File: config.mk
export PLATFORM = sky130hd
export DESIGN_NAME = crc16_frame_receiver
export DESIGN_NICKNAME = d
export VERILOG_FILES = /design/src/design/crcfr_pkg.sv /design/src/design/crc16_frame_receiver.sv
export SDC_FILE = /design/constraint.sdc
export NUM_CORES = 1
export LEC_CHECK = 0
export ABC_CLOCK_PERIOD_IN_PS = 8400
export BUFFER_PORTS_ARGS = -buffer_cell sky130_fd_sc_hd__buf_2
export CORE_UTILIZATION = 50
export DETAILED_ROUTE_END_ITERATION = 7
export PLACE_DENSITY = 0.8
export REMOVE_ABC_BUFFERS = 1
export SYNTH_ARGS = -nofsm -noshare
export SYNTH_HDL_FRONTEND = slang
export SYNTH_SLANG_ARGS = --single-unit
File: constraint.sdc
create_clock -name clk -period 8.4 [get_ports clk]
set_clock_uncertainty 0.1 [all_clocks]
set_input_delay 0.42 -clock clk [delete_from_list [all_inputs] [get_ports clk]]
set_output_delay 0.42 -clock clk [all_outputs]
set_load 0.005 [all_outputs]
File: src/design/crcfr_pkg.sv
// ----------------------------------------------------------------------------
// crcfr_pkg
// Types, codes and reset values shared by the CRC-16 frame receiver.
// ----------------------------------------------------------------------------
package crcfr_pkg;

  localparam int unsigned MAX_PAYLOAD_DEF = 1024;

  localparam int unsigned CFG_ADDR_W = 3;
  localparam int unsigned CFG_DATA_W = 32;
  localparam int unsigned IN_DATA_W  = 8;
  localparam int unsigned IN_USER_W  = 2;
  localparam int unsigned OUT_DATA_W = 40;
  localparam int unsigned OUT_USER_W = 2;

  localparam logic [15:0] CRC_POLY = 16'h1021;

  localparam logic [7:0]  START_BYTE_RST = 8'hAA;
  localparam logic [7:0]  WANTED_CMD_RST = 8'h00;
  localparam logic [31:0] TIMEOUT_RST    = 32'd1000;
  localparam logic [10:0] COPY_LIMIT_RST = 11'd1024;
  localparam logic [15:0] CRC_SEED_RST   = 16'hFFFF;

  typedef enum logic [CFG_ADDR_W-1:0] {
    REG_START_BYTE = 3'd0,
    REG_WANTED_CMD = 3'd1,
    REG_TIMEOUT    = 3'd2,
    REG_COPY_LIMIT = 3'd3,
    REG_CRC_SEED   = 3'd4
  } reg_idx_t;

  typedef enum logic [1:0] {
    ACT_ARM  = 2'd0,
    ACT_BYTE = 2'd1,
    ACT_TICK = 2'd2
  } action_t;

  typedef enum logic [1:0] {
    KIND_PAYLOAD = 2'd0,
    KIND_GOOD    = 2'd1,
    KIND_CRC_ERR = 2'd2,
    KIND_TIMEOUT = 2'd3
  } kind_t;

  typedef enum logic [2:0] {
    PH_HUNT  = 3'd0,
    PH_CMD   = 3'd1,
    PH_LEN_H = 3'd2,
    PH_LEN_L = 3'd3,
    PH_DATA  = 3'd4,
    PH_CRC_H = 3'd5,
    PH_CRC_L = 3'd6
  } phase_t;

  // CRC-16, poly 0x1021, MSB first, one byte
  function automatic logic [15:0] crc16_byte(input logic [15:0] crc, input logic [7:0] b);
    logic [15:0] c;
    c = crc ^ {b, 8'h00};
    for (int i = 0; i < 8; i++) begin
      c = c[15] ? ((c << 1) ^ CRC_POLY) : (c << 1);
    end
    return c;
  endfunction

endpackage

File: src/design/crc16_frame_receiver.sv
// ----------------------------------------------------------------------------
// crc16_frame_receiver
// Deframes start/command/length/payload/CRC-16 frames from a byte stream,
// passes payload bytes out and reports good, CRC error or timeout.
// ----------------------------------------------------------------------------
// Channel   Dir  Fields (low bit up)
// in_*      in   tuser: action[1:0]; tdata: rx_byte[7:0]
// out_*     out  tuser: kind[1:0]; tlast: last;
//                tdata: data_byte[7:0], byte_index[17:8], frame_command[25:18],
//                       frame_length[36:26], zero pad[39:37]
// cfg_*     in   we, addr (register index), wdata
//
// One item per cycle while in_tready is high; results load into the
// output register on accept. The path is the state update, a byte-wide
// CRC-16 step and the 32-bit tick add and compare. in_tready stays high
// while the output register is empty or being drained. Synchronous
// active-low reset disarms the receiver and loads register defaults.
// ----------------------------------------------------------------------------
module crc16_frame_receiver #(
  parameter int unsigned MAX_PAYLOAD = crcfr_pkg::MAX_PAYLOAD_DEF
) (
  input  logic                                clk,
  input  logic                                rst_n,
  input  logic                                in_tvalid,
  output logic                                in_tready,
  input  logic [crcfr_pkg::IN_DATA_W-1:0]     in_tdata,   // rx_byte
  input  logic [crcfr_pkg::IN_USER_W-1:0]     in_tuser,   // action
  output logic                                out_tvalid,
  input  logic                                out_tready,
  // data_byte, byte_index, frame_command, frame_length, zero pad
  output logic [crcfr_pkg::OUT_DATA_W-1:0]    out_tdata,
  output logic [crcfr_pkg::OUT_USER_W-1:0]    out_tuser,  // kind
  output logic                                out_tlast,
  input  logic                                cfg_we,
  input  logic [crcfr_pkg::CFG_ADDR_W-1:0]    cfg_addr,
  input  logic [crcfr_pkg::CFG_DATA_W-1:0]    cfg_wdata
);
  import crcfr_pkg::*;

  logic [7:0]  start_byte_r;
  logic [7:0]  wanted_cmd_r;
  logic [31:0] timeout_r;
  logic [10:0] copy_limit_r;
  logic [15:0] crc_seed_r;

  phase_t      phase_r, phase_nxt;
  logic        armed_r, armed_nxt;
  logic [7:0]  held_cmd_r, held_cmd_nxt;
  logic [15:0] held_len_r, held_len_nxt;
  logic [15:0] pay_cnt_r, pay_cnt_nxt;
  logic [15:0] run_crc_r, run_crc_nxt;
  logic [15:0] rx_crc_r, rx_crc_nxt;
  logic [31:0] tick_cnt_r, tick_cnt_nxt;

  logic        out_valid_r, out_valid_nxt;
  kind_t       out_kind_r, out_kind_nxt;
  logic [7:0]  out_data_r, out_data_nxt;
  logic [9:0]  out_idx_r, out_idx_nxt;
  logic [7:0]  out_cmd_r, out_cmd_nxt;
  logic [10:0] out_len_r, out_len_nxt;
  logic        out_last_r, out_last_nxt;

  logic        acc;
  logic        emit;
  logic        cmd_match;
  logic [7:0]  b;
  logic [15:0] cnt_inc;
  logic [15:0] len_full;
  logic [15:0] rx_crc_full;

  assign in_tready  = !out_valid_r || out_tready;
  assign acc        = in_tvalid && in_tready;
  assign b          = in_tdata;
  assign cmd_match  = (wanted_cmd_r == 8'd0) || (held_cmd_r == wanted_cmd_r);
  assign cnt_inc    = pay_cnt_r + 16'd1;
  assign len_full   = {held_len_r[15:8], b};
  assign rx_crc_full = {rx_crc_r[15:8], b};

  assign out_tvalid = out_valid_r;
  assign out_tuser  = out_kind_r;
  assign out_tlast  = out_last_r;
  assign out_tdata  = {3'b000, out_len_r, out_cmd_r, out_idx_r, out_data_r};

  always_ff @(posedge clk) begin
    if (!rst_n) begin
      start_byte_r <= START_BYTE_RST;
      wanted_cmd_r <= WANTED_CMD_RST;
      timeout_r    <= TIMEOUT_RST;
      copy_limit_r <= COPY_LIMIT_RST;
      crc_seed_r   <= CRC_SEED_RST;
    end else if (cfg_we) begin
      unique case (cfg_addr)
        REG_START_BYTE: start_byte_r <= cfg_wdata[7:0];
        REG_WANTED_CMD: wanted_cmd_r <= cfg_wdata[7:0];
        REG_TIMEOUT:    timeout_r    <= cfg_wdata;
        REG_COPY_LIMIT: copy_limit_r <= cfg_wdata[10:0];
        REG_CRC_SEED:   crc_seed_r   <= cfg_wdata[15:0];
        default: ;
      endcase
    end
  end

  always_comb begin
    phase_nxt    = phase_r;
    armed_nxt    = armed_r;
    held_cmd_nxt = held_cmd_r;
    held_len_nxt = held_len_r;
    pay_cnt_nxt  = pay_cnt_r;
    run_crc_nxt  = run_crc_r;
    rx_crc_nxt   = rx_crc_r;
    tick_cnt_nxt = tick_cnt_r;
    emit         = 1'b0;
    out_kind_nxt = KIND_PAYLOAD;
    out_data_nxt = 8'd0;
    out_idx_nxt  = 10'd0;
    out_cmd_nxt  = held_cmd_r;
    out_len_nxt  = held_len_r[10:0];
    out_last_nxt = 1'b0;

    if (acc) begin
      unique case (in_tuser)
        ACT_ARM: begin
          armed_nxt    = 1'b1;
          phase_nxt    = PH_HUNT;
          tick_cnt_nxt = 32'd0;
          pay_cnt_nxt  = 16'd0;
          run_crc_nxt  = crc_seed_r;
        end
        ACT_TICK: begin
          if (armed_r) begin
            if (tick_cnt_r != 32'hFFFF_FFFF) begin
              tick_cnt_nxt = tick_cnt_r + 32'd1;
            end
            if (tick_cnt_nxt >= timeout_r) begin
              armed_nxt    = 1'b0;
              phase_nxt    = PH_HUNT;
              emit         = 1'b1;
              out_kind_nxt = KIND_TIMEOUT;
              out_cmd_nxt  = 8'd0;
              out_len_nxt  = 11'd0;
              out_last_nxt = 1'b1;
            end
          end
        end
        ACT_BYTE: begin
          if (armed_r) begin
            unique case (phase_r)
              PH_HUNT: begin
                if (b == start_byte_r) begin
                  phase_nxt = PH_CMD;
                end
              end
              PH_CMD: begin
                held_cmd_nxt = b;
                phase_nxt    = PH_LEN_H;
              end
              PH_LEN_H: begin
                held_len_nxt = {b, 8'd0};
                phase_nxt    = PH_LEN_L;
              end
              PH_LEN_L: begin
                held_len_nxt = len_full;
                run_crc_nxt  = crc_seed_r;
                pay_cnt_nxt  = 16'd0;
                priority if (len_full > 16'(MAX_PAYLOAD)) begin
                  phase_nxt = PH_HUNT;
                end else if (len_full == 16'd0) begin
                  phase_nxt = PH_CRC_H;
                end else begin
                  phase_nxt = PH_DATA;
                end
              end
              PH_DATA: begin
                run_crc_nxt = crc16_byte(run_crc_r, b);
                pay_cnt_nxt = cnt_inc;
                if (cnt_inc >= held_len_r) begin
                  phase_nxt = PH_CRC_H;
                end
                if (cmd_match && (pay_cnt_r < {5'd0, copy_limit_r})) begin
                  emit         = 1'b1;
                  out_kind_nxt = KIND_PAYLOAD;
                  out_data_nxt = b;
                  out_idx_nxt  = pay_cnt_r[9:0];
                end
              end
              PH_CRC_H: begin
                rx_crc_nxt = {b, 8'd0};
                phase_nxt  = PH_CRC_L;
              end
              PH_CRC_L: begin
                rx_crc_nxt = rx_crc_full;
                phase_nxt  = PH_HUNT;
                if (cmd_match) begin
                  armed_nxt    = 1'b0;
                  emit         = 1'b1;
                  out_kind_nxt = (run_crc_r == rx_crc_full) ? KIND_GOOD : KIND_CRC_ERR;
                  out_last_nxt = 1'b1;
                end
              end
              default: phase_nxt = PH_HUNT;
            endcase
          end
        end
        default: ;
      endcase
    end

    if (acc) begin
      out_valid_nxt = emit;
    end else if (out_tready) begin
      out_valid_nxt = 1'b0;
    end else begin
      out_valid_nxt = out_valid_r;
    end
  end

  always_ff @(posedge clk) begin
    if (!rst_n) begin
      phase_r     <= PH_HUNT;
      armed_r     <= 1'b0;
      held_cmd_r  <= 8'd0;
      held_len_r  <= 16'd0;
      pay_cnt_r   <= 16'd0;
      run_crc_r   <= CRC_SEED_RST;
      rx_crc_r    <= 16'd0;
      tick_cnt_r  <= 32'd0;
      out_valid_r <= 1'b0;
    end else begin
      phase_r     <= phase_nxt;
      armed_r     <= armed_nxt;
      held_cmd_r  <= held_cmd_nxt;
      held_len_r  <= held_len_nxt;
      pay_cnt_r   <= pay_cnt_nxt;
      run_crc_r   <= run_crc_nxt;
      rx_crc_r    <= rx_crc_nxt;
      tick_cnt_r  <= tick_cnt_nxt;
      out_valid_r <= out_valid_nxt;
    end
  end

  // result payload, loaded on accept
  always_ff @(posedge clk) begin
    if (acc) begin
      out_kind_r <= out_kind_nxt;
      out_data_r <= out_data_nxt;
      out_idx_r  <= out_idx_nxt;
      out_cmd_r  <= out_cmd_nxt;
      out_len_r  <= out_len_nxt;
      out_last_r <= out_last_nxt;
    end
  end

endmodule
[Yosys cells after proc, flatten, opt, wreduce, memory -nomap -nowiden]
Index checks and enable logic that the tools add are counted.
Operators by class
  add/sub/neg operators: 2
  magnitude comparators: 4
  equal/unequal tests: 22
  muxes and demuxes: 62
  bitwise operators: 11
  reduce and logical (&&, ||, !) cells: 29
Operators by type and width (number)
  $pmux W16 S2: 6
  $mux W32: 5
  $mux W13: 8
  $pmux W32 S2: 1
  $mux W11: 3
  $add A32 B1 Y32 const B: 1
  $ge A32 B32 Y1: 1
  $mux W16: 2
  $ne A32 B32 Y1 const B: 1
  $mux W8: 3
  $not A3 Y3: 8
  $mux W3: 6
  $pmux W3 S6: 1
  $add A16 B1 Y16 const B: 1
  $eq A16 B16 Y1: 1
  $eq A8 B8 Y1: 2
  $ge A16 B16 Y1: 1
  $gt A16 B11 Y1 const B: 1
  $logic_not A16 Y1: 1
  $lt A16 B11 Y1: 1
  $reduce_and A4 Y1: 4
  $xor A16 B16 Y16: 1
  $mux W1: 15
  $eq A3 B2 Y1 const B: 4
  other kinds (25): 52
Word-level totals
  register bits after elaboration: 216
  bits of input ports: 50
  logic and storage cells: 151

[Longest topological paths before layout]
  depth after elaboration: 20
  depth in mapped cells: 17

[Least setup slack after synthesis]
OpenSTA, ideal clock, no wires.
  kind: reg2reg
  from: register tick_cnt_r[9]
  to: register phase_r[2]
  library setup time: 0.119 ns
  data arrival time: 3.893 ns
  required time: 8.181 ns
  slack: 4.288 ns
  cell stages (with the launch flop): 16
  period minus slack after synthesis: 4.112 ns
  cell sequence: dfxtp_1 buf_2 nand3_1 or4_1 or2_1 nor4_4 and3_1 xor2_1 ha_1 a21oi_1 o21ai_0 a221oi_1 inv_1 nor4_1 nor3_1 o221a_2
Between the ends
  longest elaborated chain between the ends: 8
Ends and longest elaborated chain
  from (decl): RTL line crc16_frame_receiver.sv:53  | logic [31:0] tick_cnt_r, tick_cnt_nxt;
  from (signal assigned): RTL line crc16_frame_receiver.sv:236  | tick_cnt_r <= tick_cnt_nxt;
  $add A32 B1 Y32 / $ne A32 B32 Y1 (equally long branches): RTL line crc16_frame_receiver.sv:132, crc16_frame_receiver.sv:131
  $mux W32 *: RTL line crc16_frame_receiver.sv:131  | if (tick_cnt_r != 32'hFFFF_FFFF) begin
  $mux W32 *: RTL line crc16_frame_receiver.sv:130  | if (armed_r) begin
  $mux W32 *: RTL line crc16_frame_receiver.sv:121  | unique case (in_tuser)
  $mux W32 *: RTL line crc16_frame_receiver.sv:120  | if (acc) begin
  $ge A32 B32 Y1 *: RTL line crc16_frame_receiver.sv:134  | if (tick_cnt_nxt >= timeout_r) begin
  $ne A2 B2 Y1 (no source line) *
  $reduce_and A7 Y1 (no source line) *
  to (signal assigned): RTL line crc16_frame_receiver.sv:229  | phase_r <= phase_nxt;
  to (decl): RTL line crc16_frame_receiver.sv:46  | phase_t phase_r, phase_nxt;
Mark *: on every way between the ends. The rest lies on a longest branch, timed or not. The select of a mux whose other input is x is not followed.
A chain may end at the register's enable or synchronous reset.

[Worst setup path after layout]
  from: register tick_cnt_r[29]
  to: register out_len_r[10], data pin
Between the ends
  longest elaborated chain between the ends: 9
Ends and longest elaborated chain
  $add A32 B1 Y32 / $ne A32 B32 Y1 (equally long branches): RTL line crc16_frame_receiver.sv:132, crc16_frame_receiver.sv:131
  $mux W32 *: RTL line crc16_frame_receiver.sv:131
  $mux W32 *: RTL line crc16_frame_receiver.sv:130
  $mux W32 *: RTL line crc16_frame_receiver.sv:121
  $mux W32 *: RTL line crc16_frame_receiver.sv:120
  $ge A32 B32 Y1 *: RTL line crc16_frame_receiver.sv:134
  $mux W11 *: RTL line crc16_frame_receiver.sv:134
  $mux W11 *: RTL line crc16_frame_receiver.sv:130
  $mux W11 *: RTL line crc16_frame_receiver.sv:121
  via out_len_nxt[10]: RTL line crc16_frame_receiver.sv:60  | logic [10:0] out_len_r, out_len_nxt;
  to (signal assigned): RTL line crc16_frame_receiver.sv:248  | out_len_r <= out_len_nxt;
  to (decl): RTL line crc16_frame_receiver.sv:60
Mark *: on every way through the listed nets, which the timed path passes. The rest lies on a longest branch. The select of a mux whose other input is x is not followed.

==> impl_results.md <==
* Largest net degree at the start of global routing at around 110
* DP HPWL at between 15 and 20 mm
* Slowest CP cell: a21oi_1
* Cell variety after synth at 60
* IO buf count at 91
* Pre-Repair DR Iteration Count at 7
* CTS root buffer: clkbuf_16
* I/O Pins at 95
* CP cell instances: nand3_1 > or3_1 > or4_1 > nand2b_2 > nor3_1 > xor2_1 > ha_1 > nand4_1 > nor4_1 > nand2_1 > o21ai_0 > o21bai_1 > a21oi_1 > nor2_1
* Total Routing Usage GR at 0.244
* Crit path capture type: flop
* Main synth FF type: dfxtp_1
* Ys async rst share at 0
* Hold buffer count at cts at 0
* Count of antenna-violating nets left after detailed routing at 0
* Antenna violations before repair at 1
* GP Congestion at 0.900
* Fraction of layout cells with a size suffix above 1 at 0.103
* Crit path required time at roughly 8500 ps
* Post-DR wirelength/cell at 16.6 um
* Remaining global-route overflow at 0
* Failing checks: design-rule violations
* Final period util at 0.618
* Max Slew Vio Count at 0
* Starting density of the core at 0.514
* Crit-path max FO at 12
* Setup CP Type: flop to flop
* Post-synthesis sequential area ratio at 0.418
* WL final at roughly 28 mm
* Period minus WS final at between 5000 and 6000 ps
* Die area at approximately 23000 um2
* HP Class: input pin to flop
* Number of synthesized flops with an enable pin at 40
* Reg area at 4720 um2
* Fin worst setup slack at around 3200 ps
* Status: finished with violations
* Post-synthesis sequential element count at approximately 220
* Clock transition at path regs at about 60 ps
* Worst slew pin tran at ~1100 ps
* Core ar. at roughly 22000 um2
* First-pass GRT wire length at 46.3 mm
* Max-Cap Viols at 0
* Initial drt markers at 805
* Power Dens Cells at 183 nW/um2
* Drt drc at 10
* RSZ-0062 raised after global routing: no
* Vias in the first global route at around 9200
* DP Worst Slack at 3410 ps
* Rel. slew slack at 0.246
* CTS Buffer Depth at 3
* Post-CTS Resized at 0
* CP Launch Type: flop
* Die height at ~150 um
* VDD IR max at approximately 0.00017 V
* Drt via density at 5.72
* Post-Syn Area at 11300 um2
* Peak Freq at 193 MHz
* Skew-Pair Late Insertion Delay at about 530 ps
* Final setup vio count at 0
* Row count at 54
* Final net count at 1523
* Multi-input combinational cell area at approximately 6100 um2
* Final hold violation count at 0
* Post-Synthesis Cells at 1361
* P&R area growth vs syn at 12.2%
* Syn_area_per_cell at between 8 and 9 um2
* Setup_tns at 0 ps
* H-tree lvl count at 1
* Via count at slightly below 10000
* Die Wd at approximately 150 um
* CP peak stage delay at 880 ps
* Post CTS Setup Buffer Count at 0
* CTS buffer count at 23
* Fill cells at 1943
* Clock sinks at 216
* Leakage at ~5.2 nW
* CTS tree: done
* Yosys Warn Count at 0
* Worst Path Arrival at roughly 5300 ps
-- kinds of logic (layout without fill, tap and decap cells) --
family	count (synthesis)	count (layout)	share of synthesized area
multiplexers	17	17	0.0152
other	1	4	0.000332
AO/OA/AOI/OAI	276	276	0.145
flip-flops	216	216	0.418
AND/OR/NAND/NOR	544	544	0.225
adder cells (fa/ha/maj)	64	64	0.0708
XOR/XNOR	99	99	0.0767
buffers and inverters	144	207	0.0491
-- power by group --
group | switching [W] | total, W | internal (W) | leakage [nW]
clock network | 0.000432 | 0.00108 | 0.000650 | 0.394
logic | 0.0000982 | 0.000153 | 0.0000553 | 2.98
registers | 0.0000141 | 0.00109 | 0.00107 | 1.83
-- cell usage in the layout, fill, tap and decap left out, types with 8 or more instances in the layout --
master     instances
and2_1            31
a21oi_1          123
o31ai_1           10
nor2_1            96
nand4_1           11
xnor2_1           49
clkbuf_16         23
ha_1              64
buf_2             91
a22o_1             9
and3_1            19
o211ai_1          20
a21o_1            14
o21ai_0           55
mux2i_1           16
a22oi_1            8
nand3_1           73
xor2_1            50
nor2b_1            8
nor3_1            19
nand2_1          230
dfxtp_1          176
inv_1             66
nor4_1            16
edfxtp_1          40
-- final timing paths --
kind	start	endpoint	slack, ps	depth (start not counted)
setup / recovery	tick_cnt_r[29]	out_len_r[10]	3210	14
hold / removal	cfg_wdata[17]	timeout_r[17]	30	3
setup reg to reg	tick_cnt_r[29]	out_len_r[10]	3210	14
hold reg to reg	timeout_r[27]	timeout_r[27]	350	2
-- routing by layer --
metal,vias to the layer above,GRT usage,wire length (um)
met5,-,0.00207,0
li1,4774,-,-
met4,0,0.100,1130
met1,4579,0.312,12200
met3,80,0.0321,1590
met2,332,0.414,13400
-- registers in the layout, indices dropped and copies added, names as in the netlist, 10 cells and up --
register	count
tick_cnt_r	32
timeout_r	32
crc_seed_r	16
held_len_r	16
pay_cnt_r	16
run_crc_r	16
copy_limit_r	11
out_len_r	11
out_idx_r	10
-- through the flow --
stage / utilization / instance area (um2) / hold slack [ps] / total power [W] / instances
finish: 0.576 / 12700 / 31.1 / 0.00232 / 1707
global route: 0.576 / 12700 / 33.3 / 0.00240 / 1707
global placement: 0.540 / 11900 / 342 / 0.00126 / 1664
CTS: 0.576 / 12700 / 21.5 / 0.00234 / 1706
floorplan: - / 11000 / 332 / 0.00120 / 1286
detailed placement: 0.540 / 11900 / 347 / 0.00126 / 1664
-- synth_stat cells, types with 9 or more instances --
cell type | n | area (um2)
mux2i_1 | 16 | 160
o211ai_1 | 20 | 150
xor2_1 | 50 | 438
clkbuf_1 | 70 | 263
and2_1 | 31 | 194
and3_1 | 19 | 119
nand3_1 | 73 | 365
nor2_1 | 97 | 364
inv_1 | 66 | 248
a21o_1 | 14 | 105
ha_1 | 64 | 801
a22o_1 | 9 | 78.8
nor4_1 | 17 | 106
o21ai_0 | 55 | 275
nand2_1 | 230 | 863
dfxtp_1 | 176 | 3520
edfxtp_1 | 40 | 1200
nand4_1 | 11 | 68.8
xnor2_1 | 49 | 429
nor3_1 | 19 | 95.1
o31ai_1 | 10 | 75.1
a21oi_1 | 123 | 616
-- final cells by class --
type / count / share of cell area
sequential: 216 / 0.372
inverter: 67 / 0.0198
antenna: 1 / 0.000197
multi-input combinational: 1003 / 0.477
timing repair buffer: 98 / 0.0400
clock inverter: 13 / 0.0145
clock buffer: 29 / 0.0487
tap: 280 / 0.0276
-- worst max-delay path, delay by kind of cell (launching register included) --
| family | cells | cell delay (ps) |
|---|---|---|
| xor gates and xnor gates | 1 | 160 |
| and+or+nand+nor | 9 | 2650 |
| AOI/OAI and AO/OA | 3 | 1270 |
| DFF | 1 | 420 |
| adders and majority gates | 1 | 310 |
Note: power is estimated with default switching activity, not from simulation.
